$ cat config.mk
export PLATFORM = sky130hd
export DESIGN_NAME = dsfm_upd
export DESIGN_NICKNAME = d
export VERILOG_FILES = /design/src/rtl/dsfm_pkg.sv /design/src/rtl/dsfm_upd.sv
export SDC_FILE = /design/constraint.sdc
export NUM_CORES = 1
export LEC_CHECK = 0
export BUFFER_PORTS_ARGS = -buffer_cell sky130_fd_sc_hd__buf_2
export CAP_MARGIN = 20
export CORE_ASPECT_RATIO = 1.25
export CORE_MARGIN = 5
export CORE_UTILIZATION = 28
export DETAILED_ROUTE_END_ITERATION = 10
export GPL_TIMING_DRIVEN = 0
export PLACE_DENSITY = 0.92
export SLEW_MARGIN = 15
export SYNTH_ARGS = -nofsm -noshare
export SYNTH_HDL_FRONTEND = slang
export SYNTH_SLANG_ARGS = --single-unit
$ cat constraint.sdc
create_clock -name vclk -period 2.85
set_input_delay 0.855 -clock vclk [all_inputs]
set_output_delay 0.855 -clock vclk [all_outputs]
set_load 0.005 [all_outputs]
$ cat src/rtl/dsfm_pkg.sv
// Package for the drive status frame monitor.
// Holds widths, CAN function codes, register indexes and shared types.
// No dependencies.
`default_nettype none

package dsfm_pkg;

    // Field widths
    localparam int ID_W   = 11;
    localparam int NODE_W = 7;
    localparam int WORD_W = 16;
    localparam int SLOT_W = 2;
    localparam int KIND_W = 2;
    localparam int USE_W  = 4;

    // Steering table
    localparam int MAX_SLOTS       = 4;
    localparam int STEER_SLOTS_DEF = 4;

    // CAN identifier decode
    localparam logic [ID_W-1:0] FUNC_MASK   = 11'h780;
    localparam logic [ID_W-1:0] NODE_MASK   = 11'h07F;
    localparam logic [ID_W-1:0] FUNC_STATUS = 11'h180;
    localparam logic [ID_W-1:0] FUNC_ERROR  = 11'h280;

    // Status word bit positions
    localparam int SW_ENABLE = 2;
    localparam int SW_FAULT  = 3;
    localparam int SW_REACH  = 10;
    localparam int SW_LIMIT  = 11;

    // Fault kinds
    localparam logic [KIND_W-1:0] KIND_STATUS = 2'd0;
    localparam logic [KIND_W-1:0] KIND_MINOR  = 2'd1;
    localparam logic [KIND_W-1:0] KIND_FATAL  = 2'd2;

    // APB register map
    localparam int APB_AW  = 5;
    localparam int APB_DW  = 32;
    localparam int REG_IW  = 3;
    localparam logic [REG_IW-1:0] REG_NODE_A = 3'd0;
    localparam logic [REG_IW-1:0] REG_NODE_B = 3'd1;
    localparam logic [REG_IW-1:0] REG_NODE_C = 3'd2;
    localparam logic [REG_IW-1:0] REG_NODE_D = 3'd3;
    localparam logic [REG_IW-1:0] REG_IN_USE = 3'd4;
    localparam logic [REG_IW-1:0] REG_FATAL  = 3'd5;
    localparam logic [REG_IW-1:0] REG_MINOR  = 3'd6;

    // One slot of drive state
    typedef struct packed {
        logic [WORD_W-1:0] status;
        logic [WORD_W-1:0] error;
        logic              enable;
        logic              reach;
        logic              limit;
        logic              fault;
    } t_entry;

    // Steering table lookup result
    typedef struct packed {
        logic              hit;
        logic [SLOT_W-1:0] slot;
    } t_match;

    // Fault masks handed to the update logic
    typedef struct packed {
        logic [WORD_W-1:0] fatal;
        logic [WORD_W-1:0] minor;
    } t_masks;

    // Fault notification of one request
    typedef struct packed {
        logic              report;
        logic [KIND_W-1:0] kind;
        logic              stop;
    } t_flags;

endpackage

`default_nettype wire

$ cat src/rtl/dsfm_upd.sv
// Read-modify-write update of one slot for a status or an error frame.
// Pure combinational. Depends on dsfm_pkg.
`default_nettype none

module dsfm_upd
    import dsfm_pkg::*;
(
    input  wire t_entry            i_old,
    input  wire logic              i_is_status,
    input  wire logic [WORD_W-1:0] i_word,
    input  wire t_masks            i_masks,
    output t_entry                 o_new,
    output t_flags                 o_flags
);

    logic fatal_hit;
    logic minor_hit;

    assign fatal_hit = |(i_word & i_masks.fatal);
    assign minor_hit = |(i_word & i_masks.minor);

    always_comb begin
        o_new   = i_old;
        o_flags = '0;
        if (i_is_status) begin
            // Status word: store, decode bits, report fault rising edge
            o_new.status = i_word;
            o_new.enable = i_word[SW_ENABLE];
            o_new.reach  = i_word[SW_REACH];
            o_new.limit  = i_word[SW_LIMIT];
            o_new.fault  = i_word[SW_FAULT];
            o_flags.report = !i_old.fault && i_word[SW_FAULT];
            o_flags.kind   = KIND_STATUS;
        end else begin
            // Error word: fatal beats minor, a clean word clears fault
            o_new.error = i_word;
            if (fatal_hit) begin
                o_new.fault    = 1'b1;
                o_flags.report = 1'b1;
                o_flags.kind   = KIND_FATAL;
                o_flags.stop   = 1'b1;
            end else if (minor_hit) begin
                o_new.fault    = 1'b1;
                o_flags.report = 1'b1;
                o_flags.kind   = KIND_MINOR;
            end else begin
                o_new.fault = 1'b0;
            end
        end
    end

endmodule

`default_nettype wire

* Yosys cells after proc, flatten, opt, wreduce, memory -nomap -nowiden
Index checks and enable logic that the tools add are counted.
** Word-level totals
- Register bits :: 0
- Bits of input ports :: 85
- Word-level logic and storage cells :: 17
** Cells by class
- Muxes and demuxes :: 11
- Bitwise gates (word level) :: 2
- Reductions and logical operators :: 4
** Operator list (count)
- $and A16 B16 Y16 :: 2
- $mux W16 :: 2
- $reduce_or A16 Y1 :: 2
- $mux W3 :: 4
- $mux W1 :: 5
- $logic_and A1 B1 Y1 :: 1
- $logic_not A1 Y1 :: 1

* Longest topological paths before layout
- Depth in word-level cells :: 5
- Mapped depth :: 5

* Least setup slack after synthesis
Ideal clock, no wire load.
- Kind :: input port to output port
- Start :: input port i_masks[6] (netlist name)
- End :: output port o_new[0] (netlist name)
- Arrival :: 1.673 ns
- Required time :: 1.995 ns
- Setup slack :: 0.322 ns
- Stages on the path :: 5
- Buffers on the path :: 0
- Path through :: a22o_1 a221oi_2 and4_1 and2_4 mux2i_1
** RTL lines
- start, declared :: line dsfm_upd.sv:11 : input wire t_masks i_masks,
- end, declared :: line dsfm_upd.sv:12 : output t_entry o_new,

==> flow_summary.json <==
{
  "grt_util_all_layers_pct": 17.5,
  "wirelength_microns": 3440,
  "timing.final.crit_period_ns": 2.87,
  "grt_antenna_before_repair": 0,
  "yosysUniqueCellTypes": 16,
  "area_delta_synth_final_pct": 106,
  "cp-startpoint": "i_masks[6]",
  "core_area_sq_um": 2380,
  "seq_area_frac_synth_pct": 0,
  "gp_congestion": 0.749,
  "hp-start": "i_old[0]",
  "overflow": 0,
  "syn_area_sq_um": 679,
  "synth_top_cell_by_area": "mux2_2",
  "ir_drop_mv": 0.0905,
  "syn_inst": 77,
  "seqCellArea_sq_um": 0,
  "holdBufCountCts": 0,
  "die_h_microns": 65.1,
  "antenna_left": 0,
  "fmax_ghz": 0.348,
  "synthTopCellsByArea": "mux2_2, a221oi_2, a22o_1",
  "finalCritPeriodShare_pct": 101,
  "cap_viol_max_count": 0,
  "violations": "setup timing",
  "total_leakage_power_nw": 0.798,
  "grt_max_degree": 11,
  "worst_hold_path_type": "in -> out",
  "routedWlPerCell_microns": 14.5,
  "drt_pre_antenna_iters": 4,
  "drc_errors": 0,
  "slew_viol_final": 0,
  "die-area_sq_um": 3520,
  "seq_cells": 0,
  "cp.arrival_ns": 2.02,
  "setup_violations": 2,
  "grt_pass1_vias": 1172,
  "clock_buffer_count": 0,
  "final.fill_count": 228,
  "syn-num-nets": 162,
  "nNetsFinal": 291,
  "via_per_inst": 4.77,
  "die_w_microns": 54.1,
  "synth_top_area_share_pct": 38.1,
  "worst_pin_slew_ns": 0.398,
  "finalHoldViolCount": 0,
  "drive_gt1_share_pct": 81.9,
  "multi_input_area_sq_um": 621,
  "antenna_cells": 0,
  "grt_pass1_wl_microns": 4810,
  "boundaryPins": 125,
  "path_class": "in -> out",
  "syn_avg_cell_area_sq_um": 8.82,
  "fin_util_pct": 58.9,
  "critPathRequiredTime_ns": 2.00,
  "p_per_area_nw_per_um2": 147,
  "worstSetupEndpointType": "output pin",
  "dp_hpwl_microns": 2970,
  "start_util_pct": 28.6,
  "portBuffers": 124,
  "p_total_mw": 0.206,
  "max-slew-margin-rel_pct": 73.5,
  "worst_slack_ns": -0.0237,
  "status": "complete, but fails checks",
  "crit_path_start_kind": "input port",
  "yosys_warnings": 0,
  "critPathMaxFanout": 2,
  "routed-via-count": 1131,
  "rsz0062_at_grt": "true",
  "rows": 20,
  "dr.first_iter.drc_count": 12
}
synthesized netlist by cell type:
| cell type | instances |
|---|---|
| mux2_1 | 4 |
| and4_1 | 2 |
| buf_2 | 4 |
| buf_4 | 1 |
| o21ai_0 | 8 |
| nor2_1 | 1 |
| o22ai_2 | 1 |
| a221oi_2 | 8 |
| nor3b_2 | 1 |
| buf_1 | 1 |
| nand2_1 | 5 |
| inv_1 | 8 |
| and2_4 | 1 |
| mux2i_1 | 1 |
| a22o_1 | 8 |
| mux2_2 | 23 |
critical path: stages:
cell and delay, ns:
buf_2 0.10, a22o_1 0.24, a221oi_2 0.20, and4_1 0.26, and2_4 0.16, o22ai_2 0.06, buf_2 0.14
layer usage:
| layer | part of all wire (%) | track usage, % | routed length, microns | up-vias |
|---|---|---|---|---|
| met5 | 0 | 0 | 0 | - |
| met4 | 0 | 0.623 | 0 | 0 |
| met3 | 8.4 | 1.61 | 290 | 0 |
| met2 | 56 | 37.3 | 1930 | 54 |
| met1 | 35 | 17.8 | 1210 | 517 |
| li1 | - | - | - | 560 |
power breakdown:
group	internal, mW	switching, mW
Combinational	0.122	0.0838
Sequential	0	0
Clock	0	0
timing repair:
| action | 4_1_cts | 5_1_grt |
|---|---|---|
| setup buffers | 3 | 1 |
| resized for setup | 6 | 3 |
| pin swaps | 5 | 2 |
| endpoints found under the setup margin | 2 | 4 |
cell usage in the layout, fill, tap and decap left out, drive strengths merged:
cell type / n
and2: 1
and4: 2
mux2i: 1
buf: 133
nor3b: 1
o21ai: 8
inv: 8
a22o: 8
nand2: 5
o22ai: 1
nor2: 1
mux2: 27
a221oi: 8
cell families after synthesis:
kind of cell | after synthesis | synth area share [%]
compound gates | 25 | 35.7
buf+inv | 14 | 9.02
mux | 28 | 46.2
simple gates | 10 | 9.02
per-stage QoR:
| step | setup WS (ns) | hold WS, ns | area, sq um | instances | TNS [ns] |
|---|---|---|---|---|---|
| floorplan | 0.322 | 1.78 | 679 | 77 | 0 |
| global placement | -0.0524 | 1.98 | 1340 | 234 | -0.0933 |
| detailed placement | -0.0495 | 1.98 | 1340 | 234 | -0.0895 |
| CTS | -0.0234 | 1.98 | 1390 | 237 | -0.0392 |
| global route | -0.0829 | 2.00 | 1400 | 237 | -0.198 |
| finish | -0.0237 | 1.98 | 1400 | 237 | -0.0396 |
area by class of cell:
| type | count | area share (%) |
|---|---|---|
| plain buffers | 5 | 1.70 |
| well taps | 33 | 2.95 |
| repair buffers | 128 | 48.9 |
| inverters | 8 | 2.14 |
| multi-input cells | 63 | 44.3 |
final timing paths:
| path | endpoint | slack (ns) | cells past startpoint |
|---|---|---|---|
| worst min-delay path | o_flags[3] | 1.98 | 3 |
| worst max-delay path | o_flags[3] | -0.02 | 7 |
No activity file was read; power rests on OpenSTA's default activity.
