`src/rtl/dsfm_pkg.sv`:
```
// Package for the drive status frame monitor.
// Holds widths, CAN function codes, register indexes and shared types.
// No dependencies.
`default_nettype none

package dsfm_pkg;

    // Field widths
    localparam int ID_W   = 11;
    localparam int NODE_W = 7;
    localparam int WORD_W = 16;
    localparam int SLOT_W = 2;
    localparam int KIND_W = 2;
    localparam int USE_W  = 4;

    // Steering table
    localparam int MAX_SLOTS       = 4;
    localparam int STEER_SLOTS_DEF = 4;

    // CAN identifier decode
    localparam logic [ID_W-1:0] FUNC_MASK   = 11'h780;
    localparam logic [ID_W-1:0] NODE_MASK   = 11'h07F;
    localparam logic [ID_W-1:0] FUNC_STATUS = 11'h180;
    localparam logic [ID_W-1:0] FUNC_ERROR  = 11'h280;

    // Status word bit positions
    localparam int SW_ENABLE = 2;
    localparam int SW_FAULT  = 3;
    localparam int SW_REACH  = 10;
    localparam int SW_LIMIT  = 11;

    // Fault kinds
    localparam logic [KIND_W-1:0] KIND_STATUS = 2'd0;
    localparam logic [KIND_W-1:0] KIND_MINOR  = 2'd1;
    localparam logic [KIND_W-1:0] KIND_FATAL  = 2'd2;

    // APB register map
    localparam int APB_AW  = 5;
    localparam int APB_DW  = 32;
    localparam int REG_IW  = 3;
    localparam logic [REG_IW-1:0] REG_NODE_A = 3'd0;
    localparam logic [REG_IW-1:0] REG_NODE_B = 3'd1;
    localparam logic [REG_IW-1:0] REG_NODE_C = 3'd2;
    localparam logic [REG_IW-1:0] REG_NODE_D = 3'd3;
    localparam logic [REG_IW-1:0] REG_IN_USE = 3'd4;
    localparam logic [REG_IW-1:0] REG_FATAL  = 3'd5;
    localparam logic [REG_IW-1:0] REG_MINOR  = 3'd6;

    // One slot of drive state
    typedef struct packed {
        logic [WORD_W-1:0] status;
        logic [WORD_W-1:0] error;
        logic              enable;
        logic              reach;
        logic              limit;
        logic              fault;
    } t_entry;

    // Steering table lookup result
    typedef struct packed {
        logic              hit;
        logic [SLOT_W-1:0] slot;
    } t_match;

    // Fault masks handed to the update logic
    typedef struct packed {
        logic [WORD_W-1:0] fatal;
        logic [WORD_W-1:0] minor;
    } t_masks;

    // Fault notification of one request
    typedef struct packed {
        logic              report;
        logic [KIND_W-1:0] kind;
        logic              stop;
    } t_flags;

endpackage

`default_nettype wire

```
`src/rtl/dsfm_ram.sv`:
```
// Per-slot drive state memory: one write port, one registered read port.
// Entries read as zero until first written. Depends on dsfm_pkg.
`default_nettype none

module dsfm_ram
    import dsfm_pkg::*;
#(
    parameter int STEER_SLOTS = STEER_SLOTS_DEF
) (
    input  wire logic              i_clk,
    input  wire logic              i_rst_n,
    input  wire logic              i_rd_en,
    input  wire logic [SLOT_W-1:0] i_rd_slot,
    input  wire logic              i_wr_en,
    input  wire logic [SLOT_W-1:0] i_wr_slot,
    input  wire t_entry            i_wr_data,
    output t_entry                 o_rd_data
);

    localparam int AW = (STEER_SLOTS > 1) ? $clog2(STEER_SLOTS) : 1;

    t_entry                 r_mem [STEER_SLOTS];
    logic [STEER_SLOTS-1:0] r_vld;
    t_entry                 r_rd_data;
    logic                   r_rd_vld;
    logic [AW-1:0]          rd_addr;
    logic [AW-1:0]          wr_addr;

    assign rd_addr = i_rd_slot[AW-1:0];
    assign wr_addr = i_wr_slot[AW-1:0];

    // Storage
    always_ff @(posedge i_clk) begin
        if (i_wr_en) begin
            r_mem[wr_addr] <= i_wr_data;
        end
    end

    // Written flags, cleared by reset
    always_ff @(posedge i_clk) begin
        if (!i_rst_n) begin
            r_vld <= '0;
        end else if (i_wr_en) begin
            r_vld[wr_addr] <= 1'b1;
        end
    end

    // Read port, held while no new read is issued
    always_ff @(posedge i_clk) begin
        if (i_rd_en) begin
            r_rd_data <= r_mem[rd_addr];
            r_rd_vld  <= r_vld[rd_addr] && !(i_rst_n == 1'b0);
        end
    end

    assign o_rd_data = r_rd_vld ? r_rd_data : '0;

endmodule

`default_nettype wire

```
`config.mk`:
```
export PLATFORM = sky130hd
export DESIGN_NAME = dsfm_ram
export DESIGN_NICKNAME = d
export VERILOG_FILES = /design/src/rtl/dsfm_pkg.sv /design/src/rtl/dsfm_ram.sv
export SDC_FILE = /design/constraint.sdc
export NUM_CORES = 1
export LEC_CHECK = 0
export CORE_ASPECT_RATIO = 0.6
export CORE_UTILIZATION = 55
export DETAILED_ROUTE_END_ITERATION = 6
export DONT_BUFFER_PORTS = 1
export GPL_TIMING_DRIVEN = 0
export PLACE_DENSITY = 0.7
export SYNTH_ARGS = -nofsm -noshare
export SYNTH_HDL_FRONTEND = slang
export SYNTH_SLANG_ARGS = --single-unit
```
`constraint.sdc`:
```
create_clock -name i_clk -period 4.86 [get_ports i_clk]
set_input_delay 0.972 -clock i_clk [delete_from_list [all_inputs] [get_ports i_clk]]
set_output_delay 0.972 -clock i_clk [all_outputs]
set_load 0.01 [all_outputs]
```
**Word-level counts from Yosys, hierarchy flattened**

Memories as Yosys holds them, arrays and structs flattened. A register that Yosys moved wholly into a read port is not among the register bits.
Cells that the tools add are included.
Widths: inputs -> output; s select.

- Memories kept: 1
- Output and inout bits: 36
- Input port bits: 44
- RAM bits: 144
- Register bits after elaboration: 5
- Word-level logic and storage cells: 16

Memories:

| memory | words | width | rd ports | clocked after Yosys merged registers in | write ports | line | text |
|---|---|---|---|---|---|---|---|
| r_mem | 4 | 36 | 1 | 1 | 1 | dsfm_ram.sv:22 | `t_entry r_mem [STEER_SLOTS];` |

- Mux-type cells: 7
- Reduce and logical (&&, ||, !) cells: 2
- Bitwise operators: 1
- $lt $le $gt $ge: 3

Operator list:

| operator | number |
|---|---|
| $mux 36 | 1 |
| $lt 2x3->1 const B | 2 |
| $mux 1 | 4 |
| $or 4x4->4 | 1 |
| $bmux 1 s2 | 1 |
| $demux 1 s2 | 1 |
| $ge 2x1->1 const B | 1 |
| $logic_and 1x1->1 | 2 |

**Longest topological paths before layout**

- Depth in word-level cells: 5
- Depth in mapped cells: 3
- Gate-level depth less buffers: 2

**Least setup slack after synthesis**

OpenSTA, ideal clock, no wires.

- Path type: input -> register
- From: input i_wr_slot[0]
- To: memory r_mem[0][0] (netlist bit), enable pin
- Stages: 1
- Buffers on the path: 0
- Arrival time: 3716 ps
- Data required time: 4375 ps
- Setup slack: 659 ps
- Library setup time: 485 ps
- Cell sequence: nor3b_1

RTL lines:

| what | line | text |
|---|---|---|
| start: declaration | dsfm_ram.sv:15 | `input wire logic [SLOT_W-1:0] i_wr_slot,` |
| end: declaration | dsfm_ram.sv:22 |  |

Straight into the memory's write port.

==> summary.md <==
| Metric | Value |
|---|---|
| Worst-margin pin slew | 0.906 ns |
| Total number of vias | 2743 |
| Routed wire per std cell | 23.3 µm |
| Hold buffer count at cts | 0 |
| Post-Syn Instances | 278 |
| RePlAce Congestion | 0.645 |
| Global Route Usage Sum | 0.191 |
| Initial core utilization | 0.582 |
| Vias per cell | 5.76 |
| DRC | 0 |
| Post-detail-place hpwl | 6560 µm |
| RSZ-0062 raised after global routing | no |
| Critical setup path kind | reg2out |
| TritonRoute pass-1 iters | 4 |
| Synthesized area per cell | 24.3 µm² |
| Leakage power | 2.49 nW |
| #FFs+latches synth | 185 |
| Layout net count | 347 |
| CP Launch Type | flip-flop |
| Post-synthesis sequential area ratio | 0.815 |
| Leading area contributor after synthesis | edfxtp_1 |
| Hold Crit Depth | 1 |
| Post-cts sizing count | 0 |
| Largest net degree at the start of global routing | 38 |
| Crit-path max FO | 10 |
| Pwr/cell area | 436 nW/µm² |
| Reg power frac | 0.561 |
| Setup violations, final | 0 |
| Synth cell types | 14 |
| Count of pins over their slew limit | 0 |
| PortBufs | 0 |
| Post-CTS Setup Bufs | 0 |
| Synth top area cells | edfxtp_1 (80%), mux4_2 (10%), and2_1 (3.4%) |
| Post-Syn Area | 6770 µm² |
| Clk pwr share | 0.399 |
| Fin crit share | 0.527 |
| Clock tree sinks | 185 |
| Placed cell area | 7070 µm² |
| Total wire length | 11100 µm |
| H-tree Lvls | 4 |
| Total gr overflow | 0 |
| Hold Vio Cnt, Final | 0 |
| CTS tree | done |
| Comb pwr share | 0.040 |
| Worst clock skew | 0.0112 ns |
| Clk pin slew, worst setup/hold paths | 0.06 ns |
| Finished Cell Area | 7660 µm² |
| Synth warnings | 0 |
| Critical path arrival | 1.59 ns |
| Post-Place Setup Slack | 2.17 ns |
| Fmax | 391 MHz |
| Syn_nets | 322 |
| Num rows | 30 |
| Die area | 12800 µm² |
| Switching share of total power | 0.208 |
| Number of antenna diodes | 0 |
| CP endpoint kind | output pin |
| Cell-internal power | 2.64 mW |
| Core area | 11600 µm² |
| Die width | 145 µm |
| Num CTS Buffers | 17 |
| Clock Latency Late Sink | 0.42 ns |
| Post-route ant nets | 0 |
| Number of global-route vias before repair | 2980 |
| R2R cell count | 1 |
| Max rail drop VDD | 0.255 mV |
| CTS root buffer | clkbuf_16 |
| Die Span Y | 87.9 µm |
| Final worst-path setup slack | 2.30 ns |
| Num ports | 80 |
| Initial antenna violation count | 0 |
| Max Cap Violations | 0 |
| Share of cells above drive strength 1 | 0.253 |
| Number of fill cells in the layout | 760 |
| Initial DRC count | 138 |
| Worst-case clock buffer depth | 2 |
| Syn-to-layout area delta | 13.1% |
| Overall Power | 3.34 mW |
| Switching pwr | 696 µW |
| Crit path required time | 3.89 ns |
| Relative slew slack | 0.393 |
| Min-Delay Path Class | reg2reg |
| Status | finished clean |
| First-pass GRT wire length | 17000 µm |
| Synth top area share | 0.803 |
| Tmin final | 2.56 ns |
## critical path, cell delays in order, from the launching register on
cell	delay [ns]
edfxtp_1	0.54
clkbuf_1	0.36
and2_1	0.28
## synth_stat cells
library cell    n
clkbuf_2        1
dfxtp_1         4
and3b_1         2
buf_6           1
clkbuf_1        3
buf_2           3
and3_1          1
o21a_1          4
mux4_1          6
nor3b_1         1
mux4_2         31
and2_1         37
edfxtp_1      181
buf_12          3
## layout make-up
type,count,area (µm²),area share
Timing Repair Buffer,6,97.6,0.0127
Clock buffer,17,425,0.0556
Clock inverter,15,158,0.0206
Tap cell,160,200,0.0261
Multi-Input combinational cell,82,1160,0.151
Buffer,11,103,0.0134
Sequential cell,185,5520,0.720
## sequential cells by signal, indices dropped and copies added, names as in the netlist
name,count
r_rd_vld,1
r_mem,144
r_rd_data,36
r_vld,4
## logic make-up after synthesis
kind of cell | synth area share
AO/OA/AOI/OAI | 0.00444
buffers and inverters | 0.0152
multiplexers | 0.126
flip-flops | 0.815
AND/OR/NAND/NOR | 0.0388
## placed cells by master (no fill, tap or decap), drive strengths merged
| cell type | n |
|---|---|
| dfxtp | 4 |
| nor3b | 1 |
| bufinv | 1 |
| inv | 7 |
| and2 | 37 |
| clkinvlp | 2 |
| clkbuf | 21 |
| mux4 | 37 |
| clkinv | 5 |
| and3 | 1 |
| edfxtp | 181 |
| and3b | 2 |
| buf | 13 |
| o21a | 4 |
## per-stage QoR
step	hold slack, ns	std cells	TNS (ns)	utilization
3_3_place_gp	0.443	438	-54.00	0.599
4_1_cts	0.468	476	0	0.658
5_1_grt	0.485	476	0	0.658
2_1_floorplan	0.435	278	0	-
6_report	0.468	476	0	0.658
3_5_place_dp	0.453	444	0	0.608
## power groups by stage
stage               Sequential, mW  Combinational (mW)  Clock (mW)
floorplan                     1.90               0.104           0
global route                  1.88               0.145        1.42
global placement              1.90               0.128           0
CTS                           1.87               0.138        1.36
detailed placement            1.91               0.137           0
finish                        1.87               0.134        1.33
## path summary, 6_finish.rpt
path	from	endpoint	slack, ns
max reg2reg	r_mem[3][8]	r_rd_data[8]	3.64
max	r_rd_vld	o_rd_data[8]	2.30
min	r_vld[1]	r_vld[1]	0.47
min reg2reg	r_vld[1]	r_vld[1]	0.47
## metal layers
layer	share of wire	routed length (µm)	global-route usage	vias up
met3	0.082	903	0.0755	17
met1	0.41	4590	0.238	1439
met2	0.49	5390	0.297	85
li1	-	-	-	1202
met5	0	0	0	-
met4	0.017	192	0.0986	0
Power figures use the tool's default switching activity.
