--- config.mk ---
export PLATFORM = sky130hd
export DESIGN_NAME = dsfm_regs
export DESIGN_NICKNAME = d
export VERILOG_FILES = /design/src/rtl/dsfm_pkg.sv /design/src/rtl/dsfm_regs.sv
export SDC_FILE = /design/constraint.sdc
export NUM_CORES = 1
export LEC_CHECK = 0
export BUFFER_PORTS_ARGS = -buffer_cell sky130_fd_sc_hd__buf_2
export CORE_AREA = 4 4 89 91
export DETAILED_ROUTE_END_ITERATION = 12
export DIE_AREA = 0 0 93 95
export PLACE_DENSITY_LB_ADDON = 0.05
export SLEW_MARGIN = 20
export SYNTH_ARGS = -nofsm -noshare
export SYNTH_HDL_FRONTEND = slang
export SYNTH_SLANG_ARGS = --single-unit
export TNS_END_PERCENT = 30
--- constraint.sdc ---
create_clock -name i_clk -period 2.3 [get_ports i_clk]
set_clock_uncertainty 0.2 [all_clocks]
set_input_delay 0.23 -clock i_clk [delete_from_list [all_inputs] [get_ports i_clk]]
set_output_delay 0.23 -clock i_clk [all_outputs]
set_load 0.05 [all_outputs]
--- src/rtl/dsfm_pkg.sv ---
// Package for the drive status frame monitor.
// Holds widths, CAN function codes, register indexes and shared types.
// No dependencies.
`default_nettype none

package dsfm_pkg;

    // Field widths
    localparam int ID_W   = 11;
    localparam int NODE_W = 7;
    localparam int WORD_W = 16;
    localparam int SLOT_W = 2;
    localparam int KIND_W = 2;
    localparam int USE_W  = 4;

    // Steering table
    localparam int MAX_SLOTS       = 4;
    localparam int STEER_SLOTS_DEF = 4;

    // CAN identifier decode
    localparam logic [ID_W-1:0] FUNC_MASK   = 11'h780;
    localparam logic [ID_W-1:0] NODE_MASK   = 11'h07F;
    localparam logic [ID_W-1:0] FUNC_STATUS = 11'h180;
    localparam logic [ID_W-1:0] FUNC_ERROR  = 11'h280;

    // Status word bit positions
    localparam int SW_ENABLE = 2;
    localparam int SW_FAULT  = 3;
    localparam int SW_REACH  = 10;
    localparam int SW_LIMIT  = 11;

    // Fault kinds
    localparam logic [KIND_W-1:0] KIND_STATUS = 2'd0;
    localparam logic [KIND_W-1:0] KIND_MINOR  = 2'd1;
    localparam logic [KIND_W-1:0] KIND_FATAL  = 2'd2;

    // APB register map
    localparam int APB_AW  = 5;
    localparam int APB_DW  = 32;
    localparam int REG_IW  = 3;
    localparam logic [REG_IW-1:0] REG_NODE_A = 3'd0;
    localparam logic [REG_IW-1:0] REG_NODE_B = 3'd1;
    localparam logic [REG_IW-1:0] REG_NODE_C = 3'd2;
    localparam logic [REG_IW-1:0] REG_NODE_D = 3'd3;
    localparam logic [REG_IW-1:0] REG_IN_USE = 3'd4;
    localparam logic [REG_IW-1:0] REG_FATAL  = 3'd5;
    localparam logic [REG_IW-1:0] REG_MINOR  = 3'd6;

    // One slot of drive state
    typedef struct packed {
        logic [WORD_W-1:0] status;
        logic [WORD_W-1:0] error;
        logic              enable;
        logic              reach;
        logic              limit;
        logic              fault;
    } t_entry;

    // Steering table lookup result
    typedef struct packed {
        logic              hit;
        logic [SLOT_W-1:0] slot;
    } t_match;

    // Fault masks handed to the update logic
    typedef struct packed {
        logic [WORD_W-1:0] fatal;
        logic [WORD_W-1:0] minor;
    } t_masks;

    // Fault notification of one request
    typedef struct packed {
        logic              report;
        logic [KIND_W-1:0] kind;
        logic              stop;
    } t_flags;

endpackage

`default_nettype wire

--- src/rtl/dsfm_regs.sv ---
// APB configuration registers and steering table node lookup.
// Depends on dsfm_pkg.
`default_nettype none

module dsfm_regs
    import dsfm_pkg::*;
#(
    parameter int STEER_SLOTS = STEER_SLOTS_DEF
) (
    input  wire logic              i_clk,
    input  wire logic              i_rst_n,
    input  wire logic              psel,
    input  wire logic              penable,
    input  wire logic              pwrite,
    input  wire logic [APB_AW-1:0] paddr,
    input  wire logic [APB_DW-1:0] pwdata,
    output logic      [APB_DW-1:0] prdata,
    output logic                   pready,
    input  wire logic [NODE_W-1:0] i_node,
    output t_match                 o_match,
    output t_masks                 o_masks
);

    logic [NODE_W-1:0] r_node [MAX_SLOTS];
    logic [USE_W-1:0]  r_in_use;
    logic [WORD_W-1:0] r_fatal;
    logic [WORD_W-1:0] r_minor;
    logic [REG_IW-1:0] reg_idx;
    logic              wr_req;

    assign pready  = 1'b1;
    assign reg_idx = paddr[APB_AW-1:2];
    assign wr_req  = psel && penable && pwrite;

    // Register writes
    always_ff @(posedge i_clk) begin
        if (!i_rst_n) begin
            for (int i = 0; i < MAX_SLOTS; i++) begin
                r_node[i] <= '0;
            end
            r_in_use <= '0;
            r_fatal  <= '0;
            r_minor  <= '0;
        end else if (wr_req) begin
            unique case (reg_idx)
                REG_NODE_A: r_node[0] <= pwdata[NODE_W-1:0];
                REG_NODE_B: r_node[1] <= pwdata[NODE_W-1:0];
                REG_NODE_C: r_node[2] <= pwdata[NODE_W-1:0];
                REG_NODE_D: r_node[3] <= pwdata[NODE_W-1:0];
                REG_IN_USE: r_in_use  <= pwdata[USE_W-1:0];
                REG_FATAL:  r_fatal   <= pwdata[WORD_W-1:0];
                REG_MINOR:  r_minor   <= pwdata[WORD_W-1:0];
                default: ;
            endcase
        end
    end

    // Register reads
    always_comb begin
        unique case (reg_idx)
            REG_NODE_A: prdata = APB_DW'(r_node[0]);
            REG_NODE_B: prdata = APB_DW'(r_node[1]);
            REG_NODE_C: prdata = APB_DW'(r_node[2]);
            REG_NODE_D: prdata = APB_DW'(r_node[3]);
            REG_IN_USE: prdata = APB_DW'(r_in_use);
            REG_FATAL:  prdata = APB_DW'(r_fatal);
            REG_MINOR:  prdata = APB_DW'(r_minor);
            default:    prdata = '0;
        endcase
    end

    // Lowest registered slot whose node number matches wins
    always_comb begin
        o_match = '0;
        for (int i = MAX_SLOTS - 1; i >= 0; i--) begin
            if (i < STEER_SLOTS && r_in_use[i] && r_node[i] == i_node) begin
                o_match.hit  = 1'b1;
                o_match.slot = SLOT_W'(i);
            end
        end
    end

    assign o_masks.fatal = r_fatal;
    assign o_masks.minor = r_minor;

endmodule

`default_nettype wire

## After elaboration in Yosys (flattened, before gate mapping)

Memories as Yosys holds them, arrays and structs flattened.
Cells that the tools add are included.
Widths: inputs -> output; s select.

- Flip-flop bits (word level): 36
- Latch bits: 0
- Bits in writable memories: 28
- Bits in read-only memories: 0
- Bits of input ports: 49
- Output and inout bits: 68
- Word-level logic and storage cells: 54
- Memories kept: 1

- Add/subtract/negate cells: 0
- $mul: 0
- Div/mod/pow operators: 0
- Magnitude comparators: 0
- Equality and inequality tests: 10
- Shift operators: 0
- Muxes and demuxes: 26
- Bitwise operators: 4
- Reductions and logical operators: 10

Memory list:

| memory | depth | bits a word | rd ports | clocked after memory_dff | write ports | RTL line | RTL |
|---|---|---|---|---|---|---|---|
| r_node | 4 | 7 | 4 | 0 | 4 | dsfm_regs.sv:24 | `logic [NODE_W-1:0] r_node [MAX_SLOTS];` |

Operator list:

| cell | count |
|---|---|
| $pmux 16 s7 | 1 |
| $eq 7x7->1 | 4 |
| $mux 7 | 4 |
| $mux 1 | 17 |
| $mux 3 | 4 |
| $eq 3x3->1 const B | 3 |
| $eq 3x2->1 const B | 2 |
| $logic_and 1x1->1 | 6 |
| $reduce_and 2->1 | 3 |
| $or 1x1->1 | 4 |
| $eq 3x1->1 const B | 1 |
| $logic_not 3->1 | 1 |

## Longest topological paths before layout

Gate-level depths: netlist of run 1.
An unclocked memory read counts as a cell.

- Depth after elaboration: 7
- Depth in mapped cells: 7
- Depth with buffers taken out: 5

## Worst setup path before layout of run 1

OpenSTA, ideal clock, no wires.

- Kind: reg-to-output
- Start point: reg r_minor[1]
- End point: out prdata[1]
- Arrival time: 2.018 ns
- Data required time: 1.870 ns
- Setup slack: -0.148 ns
- Cell stages (with the launch flop): 4
- Buffers on the path: 0
- Cells stage by stage: dfxtp_1 mux2_2 a22oi_1 o21ai_0

- Word-level cells in the longest chain between the ends: 1

Ends and longest elaborated chain:

| what | RTL line | RTL |
|---|---|---|
| start, declared | dsfm_regs.sv:27 | `logic [WORD_W-1:0] r_minor;` |
| start signal, assigned | dsfm_regs.sv:52 | `REG_MINOR: r_minor <= pwdata[WORD_W-1:0];` |
| $pmux 16 s7 | dsfm_regs.sv:60 | `unique case (reg_idx)` |
| end, declared | dsfm_regs.sv:17 | `output logic [APB_DW-1:0] prdata,` |

Every way passes these cells.

==> impl_metrics.xml, run 1 <==
<?xml version="1.0" encoding="UTF-8"?>
<metrics>
  <group name="outcome">
    <metric name="status" unit="">completed</metric>
  </group>
  <group name="cells_and_area">
    <metric name="postLayoutCellArea" unit="sq mm">0.004337</metric>
    <metric name="final_nets" unit="">509</metric>
    <metric name="flow.area_growth_from_synthesis" unit="%">22.26</metric>
    <metric name="n_antenna_cell" unit="">0</metric>
    <metric name="final_cells" unit="">564</metric>
    <metric name="final_layout_size_suffix_gt1_share" unit="%">27.53</metric>
  </group>
  <group name="grt">
    <metric name="maximum_number_of_pins_on_one_net_before_global_route_repair" unit="">25</metric>
    <metric name="globalRouteTotalUtil" unit="%">21.37</metric>
    <metric name="grt_first_pass_wirelength" unit="mm">14.29</metric>
    <metric name="grt-ovfl-total" unit="">0</metric>
    <metric name="grt_antenna_before_repair" unit="">0</metric>
    <metric name="grt_pass1_vias" unit="">2757</metric>
  </group>
  <group name="power_and_ir_drop">
    <metric name="leakage_power" unit="nW">1.730</metric>
    <metric name="power.density" unit="mW/mm^2">621.0</metric>
    <metric name="peakVddDrop" unit="uV">287.5</metric>
  </group>
  <group name="setup_path">
    <metric name="sequence_of_cells_on_the_critical_path" unit="">xor2_1, nor4_1, nand4_1, o21a_1, nor3_2, buf_6</metric>
    <metric name="type_of_origin_of_the_critical_path" unit="">register</metric>
    <metric name="critPathArrivalTime" unit="ps">1800</metric>
    <metric name="worstSetupEndpointType" unit="">primary output</metric>
    <metric name="worst_ep_required_time" unit="ps">1870</metric>
    <metric name="path_delay_family" unit="">simple AND/OR/NAND/NOR gates</metric>
    <metric name="worstPathMaxFanout" unit="">2</metric>
    <metric name="critPathMaxStageDelay" unit="ps">420</metric>
    <metric name="critPathKind" unit="">reg2out</metric>
    <metric name="crit_path_top_delay_cell" unit="">edfxtp_1</metric>
    <metric name="cp.buffers_inverters" unit="">1</metric>
  </group>
  <group name="die">
    <metric name="fp.dieArea" unit="sq mm">0.008835</metric>
    <metric name="die_width" unit="um">93</metric>
    <metric name="io_pins" unit="">117</metric>
    <metric name="fp.coreArea" unit="sq mm">0.007137</metric>
    <metric name="chipHeight" unit="um">95</metric>
    <metric name="start_util" unit="%">49.70</metric>
    <metric name="rows" unit="">31</metric>
  </group>
  <group name="sta">
    <metric name="final_critical_path_setup_slack" unit="ps">68.86</metric>
    <metric name="slew_violations" unit="">0</metric>
    <metric name="rsz0062_at_grt" unit="">true</metric>
    <metric name="maxClockFrequency" unit="MHz">448.2</metric>
    <metric name="period_minus_slack" unit="ps">2231</metric>
    <metric name="setup_viol" unit="">0</metric>
    <metric name="final.setup.tns" unit="ps">0</metric>
    <metric name="final_hold_viol_count" unit="">0</metric>
    <metric name="final_min_period_over_clock_period" unit="%">97.01</metric>
  </group>
  <group name="synth">
    <metric name="synth.lib_cells_used.distinct" unit="">40</metric>
    <metric name="synth.top_cell.area_share" unit="%">23.70</metric>
    <metric name="ys_seq_area_share" unit="%">44.02</metric>
    <metric name="post-synth-top-area-cell" unit="">edfxtp_1</metric>
    <metric name="ys_ff_latch" unit="">64</metric>
    <metric name="synthCells" unit="">368</metric>
    <metric name="yosysWarningCount" unit="">0</metric>
    <metric name="synthTopCellsByArea" unit="">edfxtp_1 24%, dfxtp_1 20%, nand2_1 7.4%, a21boi_0 6.3%, xnor2_1 5.4%</metric>
    <metric name="avgSynthCellArea" unit="sq um">9.639</metric>
    <metric name="synth.cell_area" unit="sq mm">0.003547</metric>
  </group>
  <group name="place">
    <metric name="place_inst" unit="">536</metric>
    <metric name="place_congestion" unit="">0.8460</metric>
    <metric name="pre_cts_slack" unit="ps">205.9</metric>
    <metric name="buffer_ports.inserted" unit="">81</metric>
    <metric name="place_hpwl" unit="mm">6.596</metric>
    <metric name="dpl-instance-area" unit="sq mm">0.003980</metric>
  </group>
  <group name="detailed_routing">
    <metric name="detail_route.vias_per_cell" unit="">5.050</metric>
    <metric name="route.final.wire_length" unit="mm">9.140</metric>
    <metric name="detailroute.via_count" unit="">2848</metric>
    <metric name="drc" unit="">0</metric>
    <metric name="drtIter0Drc" unit="">171</metric>
    <metric name="detail_route.first_pass.iterations" unit="">4</metric>
    <metric name="post_drt_wl_per_cell" unit="um">16.21</metric>
    <metric name="antenna_violating_nets_left" unit="">0</metric>
  </group>
  <group name="clock_network">
    <metric name="cts.htree.levels" unit="">3</metric>
    <metric name="path_clk_slew" unit="ps">70</metric>
    <metric name="cts_setup_buffers" unit="">0</metric>
    <metric name="cts-root-buf" unit="">clkbuf_8</metric>
    <metric name="cts-root-to-sink-buffers" unit="">2</metric>
    <metric name="insertion_delay" unit="ps">340</metric>
    <metric name="number_of_cts_inserted_buffers" unit="">9</metric>
    <metric name="clock_sink_count" unit="">64</metric>
    <metric name="tritoncts" unit="">yes</metric>
  </group>
  <group name="worst_hold_path">
    <metric name="timing.hold.worst.class" unit="">in2reg</metric>
  </group>
  <group name="run">
    <metric name="maxCapViolCount" unit="">0</metric>
  </group>
</metrics>
flip-flops by register name, indices dropped and copies added (netlist names):
name      count
r_node       28
r_minor      16
r_fatal      16
r_in_use      4
per-stage QoR:
step | hold WS [ps] | total power (W) | util, %
floorplan | 164.9 | 0.001558 | -
global placement | 256.7 | 0.001641 | 55.77
detailed placement | 264.0 | 0.001642 | 55.77
CTS | 0.6590 | 0.002709 | 60.69
global route | 24.83 | 0.002787 | 60.76
finish | 9.439 | 0.002693 | 60.76
final timing paths:
path	startpoint	endpoint	slack, ps	depth (start not counted)
setup / recovery	r_node[2][3]	o_match[1]	70	6
hold / removal	pwdata[4]	r_minor[4]	9	3
setup reg to reg	r_minor[12]	r_minor[12]	1400	2
hold reg to reg	r_minor[15]	r_minor[15]	270	2
cells by family (layout without fill, tap and decap cells):
family	count (synthesis)	after routing	synth area share, %
AOI/OAI and AO/OA	63	63	12.66
xor gates and xnor gates	28	28	6.913
buffers and inverters	44	126	8.148
DFF	64	64	44.02
muxes	19	19	7.372
other	2	17	0.2117
and+or+nand+nor	148	148	20.67
cells in the final DEF (no fill, tap or decap), types with 3 or more instances in the layout:
| cell type | Yosys | final |
|---|---|---|
| a21boi_0 | 30 | 30 |
| a22oi_1 | 15 | 15 |
| and2_1 | 28 | 28 |
| buf_2 | 7 | 79 |
| buf_4 | 20 | 16 |
| clkbuf_8 | 0 | 11 |
| conb_1 | 2 | 17 |
| dfxtp_1 | 36 | 36 |
| dlygate4sd3_1 | 0 | 12 |
| edfxtp_1 | 28 | 28 |
| mux2_2 | 8 | 8 |
| mux2i_1 | 7 | 7 |
| mux4_1 | 3 | 3 |
| nand2_1 | 70 | 70 |
| nand2b_1 | 3 | 3 |
| nand4_1 | 7 | 7 |
| nor2_1 | 15 | 14 |
| nor2b_1 | 16 | 16 |
| o21ai_0 | 8 | 7 |
| xnor2_1 | 22 | 22 |
| xor2_1 | 6 | 6 |
report_power, final:
group	internal, W	switching, W	leakage (nW)
clock network	0.000624	0.000437	0.117
registers	0.00122	0.0000238	0.557
logic	0.000136	0.000254	1.06
tightest hold or removal path: cells and delay by family:
family,cells,cell delay [ps]
AOI/OAI and AO/OA,1,70
buffers and inverters,1,140
and+or+nand+nor,1,60
layer usage:
layer	track usage, %	part of all wire (%)	vias up
met1	29.79	46	1333
met3	4.303	7.8	8
met2	33.23	45	104
met4	7.326	0.95	0
met5	0	0	-
li1	-	-	1403
final cells by class:
type | count | area [sq um]
multi-input cells | 275 | 1755
repair buffers | 109 | 666.9
clock inverters | 4 | 48.80
flip-flops and latches | 64 | 1562
clock buffers | 12 | 176.4
inverters | 1 | 3.754
fillers | 639 | 2800
well taps | 99 | 123.9
repair_timing:
item / 4_1_cts / 5_1_grt
gates resized for setup: 2 / 3
hold buffers: 12 / 0
pin swaps: 3 / 2
gates cloned: 0 / 0
endpoints found under the setup margin: 1 / 3
hold endpoints to repair: 23 / 0
synthesized netlist by cell type:
| cell | number |
|---|---|
| nand4_1 | 7 |
| dfxtp_1 | 36 |
| or2_2 | 1 |
| mux2_2 | 8 |
| nor2_1 | 15 |
| nor2_2 | 1 |
| xnor2_1 | 22 |
| o21ai_0 | 8 |
| inv_1 | 1 |
| clkbuf_2 | 1 |
| mux2i_1 | 7 |
| and2b_4 | 1 |
| buf_4 | 20 |
| nor2b_1 | 16 |
| xor2_1 | 6 |
| a32oi_1 | 1 |
| mux4_2 | 1 |
| nand4_4 | 1 |
| conb_1 | 2 |
| a22o_1 | 1 |
| a21boi_1 | 2 |
| o31ai_1 | 2 |
| buf_6 | 3 |
| buf_12 | 1 |
| a31oi_1 | 1 |
| mux4_1 | 3 |
| nor4_1 | 1 |
| nand3_1 | 2 |
| nor3_2 | 1 |
| and2_1 | 28 |
| nand2b_1 | 3 |
| nand2_1 | 70 |
| a21oi_1 | 2 |
| o21a_1 | 1 |
| edfxtp_1 | 28 |
| and3_1 | 1 |
| a22oi_1 | 15 |
| buf_2 | 7 |
| clkbuf_1 | 11 |
| a21boi_0 | 30 |
Power figures use the tool's default switching activity.
==> run 2: changes to the inputs <==
--- a/config.mk
+++ b/config.mk
@@ -9,7 +9,7 @@
 export CORE_AREA = 4 4 89 91
 export DETAILED_ROUTE_END_ITERATION = 12
 export DIE_AREA = 0 0 93 95
-export PLACE_DENSITY_LB_ADDON = 0.05
+export PLACE_DENSITY = 0.79
 export SLEW_MARGIN = 20
 export SYNTH_ARGS = -nofsm -noshare
 export SYNTH_HDL_FRONTEND = slang
==> constraint.sdc (replaced) <==
create_clock -name i_clk -period 2.3 [get_ports i_clk]
set_clock_uncertainty 0.2 [all_clocks]
set_input_delay 0.23 -clock i_clk [delete_from_list [all_inputs] [get_ports i_clk]]
set_output_delay 0.23 -clock i_clk [all_outputs]
set_load 0.01 [all_outputs]
==> run 2 against run 1 <==
  * Sequential cell count unchanged
  * Sequential power hardly changed
  * Largest cell class unchanged
  * Critical path depth is the same
  * Via count up 2.0%
  * Worst setup slack worse by 18 ps
  * Final cell count is 0.71% lower
  * First-iteration DRC count shrank 3.5%
  * Critical path type unchanged
  * Critical endpoint unchanged
  * Hold slack worse by 1.9 ps
==> impl_metrics.xml, run 2 (synthesis gave the netlist of run 1 again) <==
<?xml version="1.0" encoding="UTF-8"?>
<metrics>
  <group name="detailed_routing">
    <metric name="detailroute.via_count" unit="">2906</metric>
    <metric name="wl_met2" unit="mm">4.852</metric>
    <metric name="drtIter0Drc" unit="">165</metric>
    <metric name="highest_layer" unit="">met4</metric>
    <metric name="detail_route.vias_per_cell" unit="">5.189</metric>
    <metric name="drc" unit="">0</metric>
    <metric name="antenna_violating_nets_left" unit="">0</metric>
    <metric name="route.layer.met1.wl" unit="mm">3.716</metric>
    <metric name="routed-wl-met3" unit="um">657</metric>
    <metric name="detail_route.first_pass.iterations" unit="">4</metric>
    <metric name="post_drt_wl_per_cell" unit="um">16.73</metric>
    <metric name="route.final.wire_length" unit="mm">9.370</metric>
  </group>
  <group name="setup_path">
    <metric name="critPathArrivalTime" unit="ps">1820</metric>
    <metric name="reg2reg_setup_slack" unit="ps">1420</metric>
    <metric name="cp.buffers_inverters" unit="">1</metric>
    <metric name="crit_end" unit="">o_match[1]</metric>
    <metric name="sequence_of_cells_on_the_critical_path" unit="">xor2_2, nor4_2, nand4_1, o21a_1, nor3_2, buf_2</metric>
    <metric name="critPathMaxStageDelay" unit="ps">430</metric>
    <metric name="type_of_origin_of_the_critical_path" unit="">register</metric>
    <metric name="crit_cells" unit="">6</metric>
    <metric name="worstReg2RegStart" unit="">r_fatal[5]</metric>
    <metric name="r2r_cells" unit="">2</metric>
    <metric name="worst_ep_required_time" unit="ps">1870</metric>
    <metric name="path_delay_family" unit="">simple AND/OR/NAND/NOR gates</metric>
    <metric name="worstSetupEndpointType" unit="">primary output</metric>
    <metric name="rr_endpoint" unit="">r_fatal[5]</metric>
    <metric name="worstPathMaxFanout" unit="">2</metric>
    <metric name="critPathKind" unit="">reg2out</metric>
    <metric name="crit_path_top_delay_cell" unit="">edfxtp_1</metric>
    <metric name="critical_path.startpoint" unit="">r_node[2][1]</metric>
  </group>
  <group name="sta">
    <metric name="slew_violations" unit="">0</metric>
    <metric name="final_min_period_over_clock_period" unit="%">97.79</metric>
    <metric name="period_minus_slack" unit="ps">2249</metric>
    <metric name="rsz0062_at_grt" unit="">true</metric>
    <metric name="maxClockFrequency" unit="MHz">444.6</metric>
    <metric name="setup_viol" unit="">0</metric>
    <metric name="max-slew-margin-rel" unit="%">64.00</metric>
    <metric name="final.setup.tns" unit="ps">0</metric>
    <metric name="final_hold_slack" unit="ps">7.548</metric>
    <metric name="worstMarginPinSlew" unit="ps">538.0</metric>
    <metric name="final_hold_viol_count" unit="">0</metric>
  </group>
  <group name="cells_and_area">
    <metric name="largest_register_ff_count" unit="">28</metric>
    <metric name="final_cells" unit="">560</metric>
    <metric name="final_common_cell" unit="">buf_2</metric>
    <metric name="filler_cell_count" unit="">637</metric>
    <metric name="seqCellArea" unit="sq mm">0.001562</metric>
    <metric name="mostFrequentLayoutCells" unit="">81 x buf_2, 70 x nand2_1, 36 x dfxtp_1</metric>
    <metric name="total_area_of_multi_input_combinational_cells" unit="sq mm">0.001767</metric>
    <metric name="final_nets" unit="">505</metric>
    <metric name="reg.largest.list" unit="">r_node: 28 flops, r_fatal: 16 flops, r_minor: 16 flops</metric>
    <metric name="n_antenna_cell" unit="">0</metric>
    <metric name="flow.area_growth_from_synthesis" unit="%">20.67</metric>
    <metric name="postLayoutCoreUtil" unit="%">59.98</metric>
    <metric name="final_layout_size_suffix_gt1_share" unit="%">26.46</metric>
    <metric name="top_register" unit="">r_node</metric>
  </group>
  <group name="clock_network">
    <metric name="cts.htree.levels" unit="">3</metric>
    <metric name="clock_sink_count" unit="">64</metric>
    <metric name="tritoncts" unit="">yes</metric>
    <metric name="insertion_delay" unit="ps">340</metric>
    <metric name="cts-root-buf" unit="">clkbuf_8</metric>
    <metric name="path_clk_slew" unit="ps">80</metric>
    <metric name="number_of_cts_inserted_buffers" unit="">9</metric>
    <metric name="cts-root-to-sink-buffers" unit="">2</metric>
  </group>
  <group name="grt">
    <metric name="grt_pass1_vias" unit="">2981</metric>
    <metric name="globalRouteTotalUtil" unit="%">21.53</metric>
    <metric name="maximum_number_of_pins_on_one_net_before_global_route_repair" unit="">38</metric>
    <metric name="grt_antenna_before_repair" unit="">0</metric>
    <metric name="grt_first_pass_wirelength" unit="mm">14.54</metric>
    <metric name="grt-ovfl-total" unit="">0</metric>
  </group>
  <group name="die">
    <metric name="chipHeight" unit="um">95</metric>
    <metric name="start_util" unit="%">49.70</metric>
    <metric name="fp.dieArea" unit="sq mm">0.008835</metric>
    <metric name="rows" unit="">31</metric>
    <metric name="die_width" unit="um">93</metric>
    <metric name="fp.coreArea" unit="sq mm">0.007137</metric>
    <metric name="io_pins" unit="">117</metric>
  </group>
  <group name="outcome">
    <metric name="status" unit="">completed</metric>
  </group>
  <group name="worst_hold_path">
    <metric name="timing.hold.worst.class" unit="">in2reg</metric>
  </group>
  <group name="place">
    <metric name="place_congestion" unit="">0.8600</metric>
    <metric name="place_inst" unit="">531</metric>
    <metric name="buffer_ports.inserted" unit="">81</metric>
    <metric name="place_hpwl" unit="mm">6.736</metric>
  </group>
  <group name="run">
    <metric name="maxCapViolCount" unit="">0</metric>
  </group>
  <group name="power_and_ir_drop">
    <metric name="leakage_power" unit="nW">1.695</metric>
    <metric name="p_total" unit="W">0.002534</metric>
    <metric name="peakVddDrop" unit="uV">402.2</metric>
    <metric name="power.density" unit="mW/mm^2">592.0</metric>
  </group>
</metrics>
## run 2: changes by cell type in the layout (fill, tap and decap cells not counted), sizes merged
cell	delta
clkinv	-1
dlygate4sd3	+1
buf	-5
inv	+1
## run 2: worst reg2reg max path, delay by kind of cell, from the launching register on
family           cells  cell delay (ps)
flip-flops           1              370
AND/OR/NAND/NOR      1               60
AO/OA/AOI/OAI        1              180
## run 2: worst min-delay path by stage
stage	startpoint	end	cells after the start
after global placement	r_minor[15]	r_minor[15]	2
final	pwdata[1]	r_fatal[1]	3
after CTS	pwdata[1]	r_fatal[1]	3
after floorplan	pwdata[15]	r_minor[15]	2
after global routing	pwdata[1]	r_fatal[1]	3
after detailed placement	r_minor[14]	r_minor[14]	2
## run 2: metrics by stage
step | setup slack (ps) | area [sq um]
global placement | 315.4 | 3930
floorplan | 486.0 | 3603
detailed placement | 291.3 | 3930
finish | 50.90 | 4280
CTS | 6.722 | 4273
global route | -32.74 | 4280
## run 2: layout make-up
class                      count  area share, %
inverter                       1        0.08769
clock buffer                  12          3.654
tap                           99          2.894
clock inverter                 4          1.169
multi-input combinational    275          41.27
timing repair buffer         105          14.44
sequential                    64          36.48
## run 2: layer usage
metal	vias up	GRT usage [%]
li1	1393	-
met1	1390	24.58
met2	110	39.41
met3	13	5.498
met4	0	6.716
met5	-	0
## run 2: where the power goes
part / leakage (nW) / internal (W) / switching, W / total (W)
sequential: 0.557 / 0.00122 / 0.0000257 / 0.00124
clock: 0.106 / 0.000568 / 0.000426 / 0.000994
combinational: 1.03 / 0.000133 / 0.000163 / 0.000296
total: 1.69 / 0.00192 / 0.000615 / 0.00253
## run 2: timing repair
item / 4_1_cts / 5_1_grt
hold endpoints to repair: 25 / 0
buffers inserted: 0 / 0
hold buffers: 13 / 0
setup endpoints to repair: 1 / 1
pin swaps: 1 / 4
resized for setup: 1 / 1
==> run 3: changes to the inputs <==
--- a/config.mk
+++ b/config.mk
@@ -6,10 +6,10 @@
 export NUM_CORES = 1
 export LEC_CHECK = 0
 export BUFFER_PORTS_ARGS = -buffer_cell sky130_fd_sc_hd__buf_2
-export CORE_AREA = 4 4 89 91
+export CORE_AREA = 4 4 90 92
 export DETAILED_ROUTE_END_ITERATION = 12
-export DIE_AREA = 0 0 93 95
-export PLACE_DENSITY = 0.79
+export DIE_AREA = 0 0 94 96
+export PLACE_DENSITY = 0.77
 export SLEW_MARGIN = 20
 export SYNTH_ARGS = -nofsm -noshare
 export SYNTH_HDL_FRONTEND = slang
==> run 3 against run 2 <==
  * Sequential power about the same
  * First-iteration DRC count increased by 3.0%
  * Via count increased by 0.83%
  * Global-route usage decreased by 0.29 points
  * Hold slack improved by 14 ps
  * Design area increased by 0.35%
  * Maximum frequency decreased by 0.53%
  * Clock power decreased by 7.5%
  * Non-clock buffer count increased by 4
  * Critical path type unchanged
==> impl_metrics.xml, run 3 (synthesis gave the netlist of run 1 again) <==
<?xml version="1.0" encoding="UTF-8"?>
<metrics>
  <group name="cells_and_area">
    <metric name="largest_register_ff_count" unit="">28</metric>
    <metric name="top_register" unit="">r_node</metric>
    <metric name="flow.area_growth_from_synthesis" unit="%">21.09</metric>
    <metric name="total_area_of_multi_input_combinational_cells" unit="sq mm">0.001755</metric>
    <metric name="final_common_cell" unit="">buf_2</metric>
    <metric name="final_layout_size_suffix_gt1_share" unit="%">26.67</metric>
    <metric name="filler_cell_count" unit="">611</metric>
    <metric name="n_antenna_cell" unit="">0</metric>
    <metric name="mostFrequentLayoutCells" unit="">80 x buf_2, 69 x nand2_1, 36 x dfxtp_1</metric>
    <metric name="postLayoutCellArea" unit="sq mm">0.004295</metric>
    <metric name="final_cells" unit="">564</metric>
    <metric name="final_nets" unit="">509</metric>
    <metric name="reg.largest.list" unit="">r_node: 28 flops, r_fatal: 16 flops, r_minor: 16 flops</metric>
    <metric name="seqCellArea" unit="sq mm">0.001562</metric>
  </group>
  <group name="place">
    <metric name="place_inst" unit="">532</metric>
    <metric name="place_hpwl" unit="mm">6.681</metric>
    <metric name="buffer_ports.inserted" unit="">81</metric>
    <metric name="place_congestion" unit="">0.8496</metric>
    <metric name="dpl-instance-area" unit="sq mm">0.003938</metric>
  </group>
  <group name="outcome">
    <metric name="status" unit="">completed</metric>
  </group>
  <group name="worst_hold_path">
    <metric name="timing.hold.worst.class" unit="">in2reg</metric>
  </group>
  <group name="power_and_ir_drop">
    <metric name="p_total" unit="W">0.002459</metric>
    <metric name="power.density" unit="mW/mm^2">572.5</metric>
    <metric name="peakVddDrop" unit="uV">447.2</metric>
    <metric name="leakage_power" unit="nW">1.706</metric>
  </group>
  <group name="clock_network">
    <metric name="tritoncts" unit="">yes</metric>
    <metric name="cts.htree.levels" unit="">3</metric>
    <metric name="cts-root-to-sink-buffers" unit="">2</metric>
    <metric name="insertion_delay" unit="ps">350</metric>
    <metric name="clock_sink_count" unit="">64</metric>
    <metric name="cts-root-buf" unit="">clkbuf_8</metric>
    <metric name="number_of_cts_inserted_buffers" unit="">9</metric>
    <metric name="path_clk_slew" unit="ps">70</metric>
  </group>
  <group name="setup_path">
    <metric name="critPathKind" unit="">reg2out</metric>
    <metric name="worstPathMaxFanout" unit="">2</metric>
    <metric name="worst_ep_required_time" unit="ps">1870</metric>
    <metric name="worstSetupEndpointType" unit="">primary output</metric>
    <metric name="type_of_origin_of_the_critical_path" unit="">register</metric>
    <metric name="critPathArrivalTime" unit="ps">1830</metric>
  </group>
  <group name="sta">
    <metric name="period_minus_slack" unit="ps">2261</metric>
    <metric name="slew_violations" unit="">0</metric>
    <metric name="maxClockFrequency" unit="MHz">442.3</metric>
    <metric name="rsz0062_at_grt" unit="">true</metric>
    <metric name="final_min_period_over_clock_period" unit="%">98.31</metric>
    <metric name="final_hold_viol_count" unit="">0</metric>
    <metric name="worstMarginPinSlew" unit="ps">498.5</metric>
    <metric name="setup_viol" unit="">0</metric>
    <metric name="max-slew-margin-rel" unit="%">66.65</metric>
  </group>
  <group name="grt">
    <metric name="grt-ovfl-total" unit="">0</metric>
    <metric name="globalRouteTotalUtil" unit="%">21.24</metric>
    <metric name="grt_antenna_before_repair" unit="">0</metric>
    <metric name="grt_first_pass_wirelength" unit="mm">14.52</metric>
    <metric name="maximum_number_of_pins_on_one_net_before_global_route_repair" unit="">38</metric>
    <metric name="grt_pass1_vias" unit="">2876</metric>
  </group>
  <group name="die">
    <metric name="rows" unit="">31</metric>
    <metric name="chipHeight" unit="um">96</metric>
    <metric name="fp.coreArea" unit="sq mm">0.007214</metric>
    <metric name="io_pins" unit="">117</metric>
    <metric name="fp.dieArea" unit="sq mm">0.009024</metric>
    <metric name="start_util" unit="%">49.17</metric>
    <metric name="die_width" unit="um">94</metric>
  </group>
  <group name="detailed_routing">
    <metric name="antenna_violating_nets_left" unit="">0</metric>
    <metric name="drc" unit="">0</metric>
    <metric name="post_drt_wl_per_cell" unit="um">16.45</metric>
    <metric name="route.final.wire_length" unit="mm">9.277</metric>
    <metric name="detail_route.vias_per_cell" unit="">5.195</metric>
    <metric name="detailroute.via_count" unit="">2930</metric>
    <metric name="drtIter0Drc" unit="">170</metric>
    <metric name="detail_route.first_pass.iterations" unit="">4</metric>
  </group>
  <group name="run">
    <metric name="maxCapViolCount" unit="">0</metric>
  </group>
</metrics>
==> run 3: per-stage QoR <==
stage / hold slack [ps] / TNS [ps] / utilization (%) / setup WS, ps
after detailed placement: 271.7 / 0 / 54.58 / 341.4
after floorplan: 164.9 / 0 / - / 486.0
final: 21.38 / 0 / 59.54 / 38.97
after CTS: 9.259 / 0 / 59.42 / 2.903
after global placement: 256.8 / 0 / 54.58 / 368.0
after global routing: 18.92 / -40.83 / 59.54 / -40.83
==> run 3: power breakdown <==
group / internal (W) / leakage [nW] / switching (W)
registers: 0.00122 / 0.557 / 0.0000231
logic: 0.000135 / 1.05 / 0.000164
clock network: 0.000485 / 0.102 / 0.000434
total: 0.00184 / 1.71 / 0.000621
==> run 3: final timing paths <==
check / from / endpoint / slack [ps] / cells after the start
min: pwdata[3] / r_fatal[3] / 20 / 3
max: r_node[2][1] / o_match[2] / 40 / 7
min reg2reg: r_minor[3] / r_minor[3] / 280 / 2
max reg2reg: r_minor[1] / r_minor[1] / 1390 / 2
==> run 3: cell type report <==
cell class,instances,share of cell area (%)
Multi-Input combinational cell,275,40.87
Sequential cell,64,36.35
Timing Repair Buffer,109,15.35
Clock buffer,12,3.874
Tap cell,99,2.884
Clock inverter,4,0.5826
Inverter,1,0.08739
==> run 3: timing repair <==
| item | CTS | global route |
|---|---|---|
| endpoints found under the hold margin | 30 | 0 |
| setup buffers | 1 | 0 |
| setup endpoints to repair | 1 | 3 |
| hold buffers | 15 | 0 |
| pin swaps | 4 | 4 |
| gates resized for setup | 0 | 2 |
==> run 3: layer usage <==
metal / track usage, % / wire (um) / part of all wire, % / up-vias
met5: 0 / 0 / 0 / -
met4: 6.258 / 71 / 0.77 / 0
met1: 26.14 / 3859 / 42 / 1407
li1: - / - / - / 1398
met2: 36.19 / 4643 / 50 / 118
met3: 6.255 / 702 / 7.6 / 7
==> run 3: worst max-delay path, stage by stage (launching register included) <==
cell and delay [ps]:
edfxtp_1 400, xor2_1 160, nor4_1 320, nand4_1 170
o21a_1 160, buf_4 140, nand2_2 50, buf_6 90
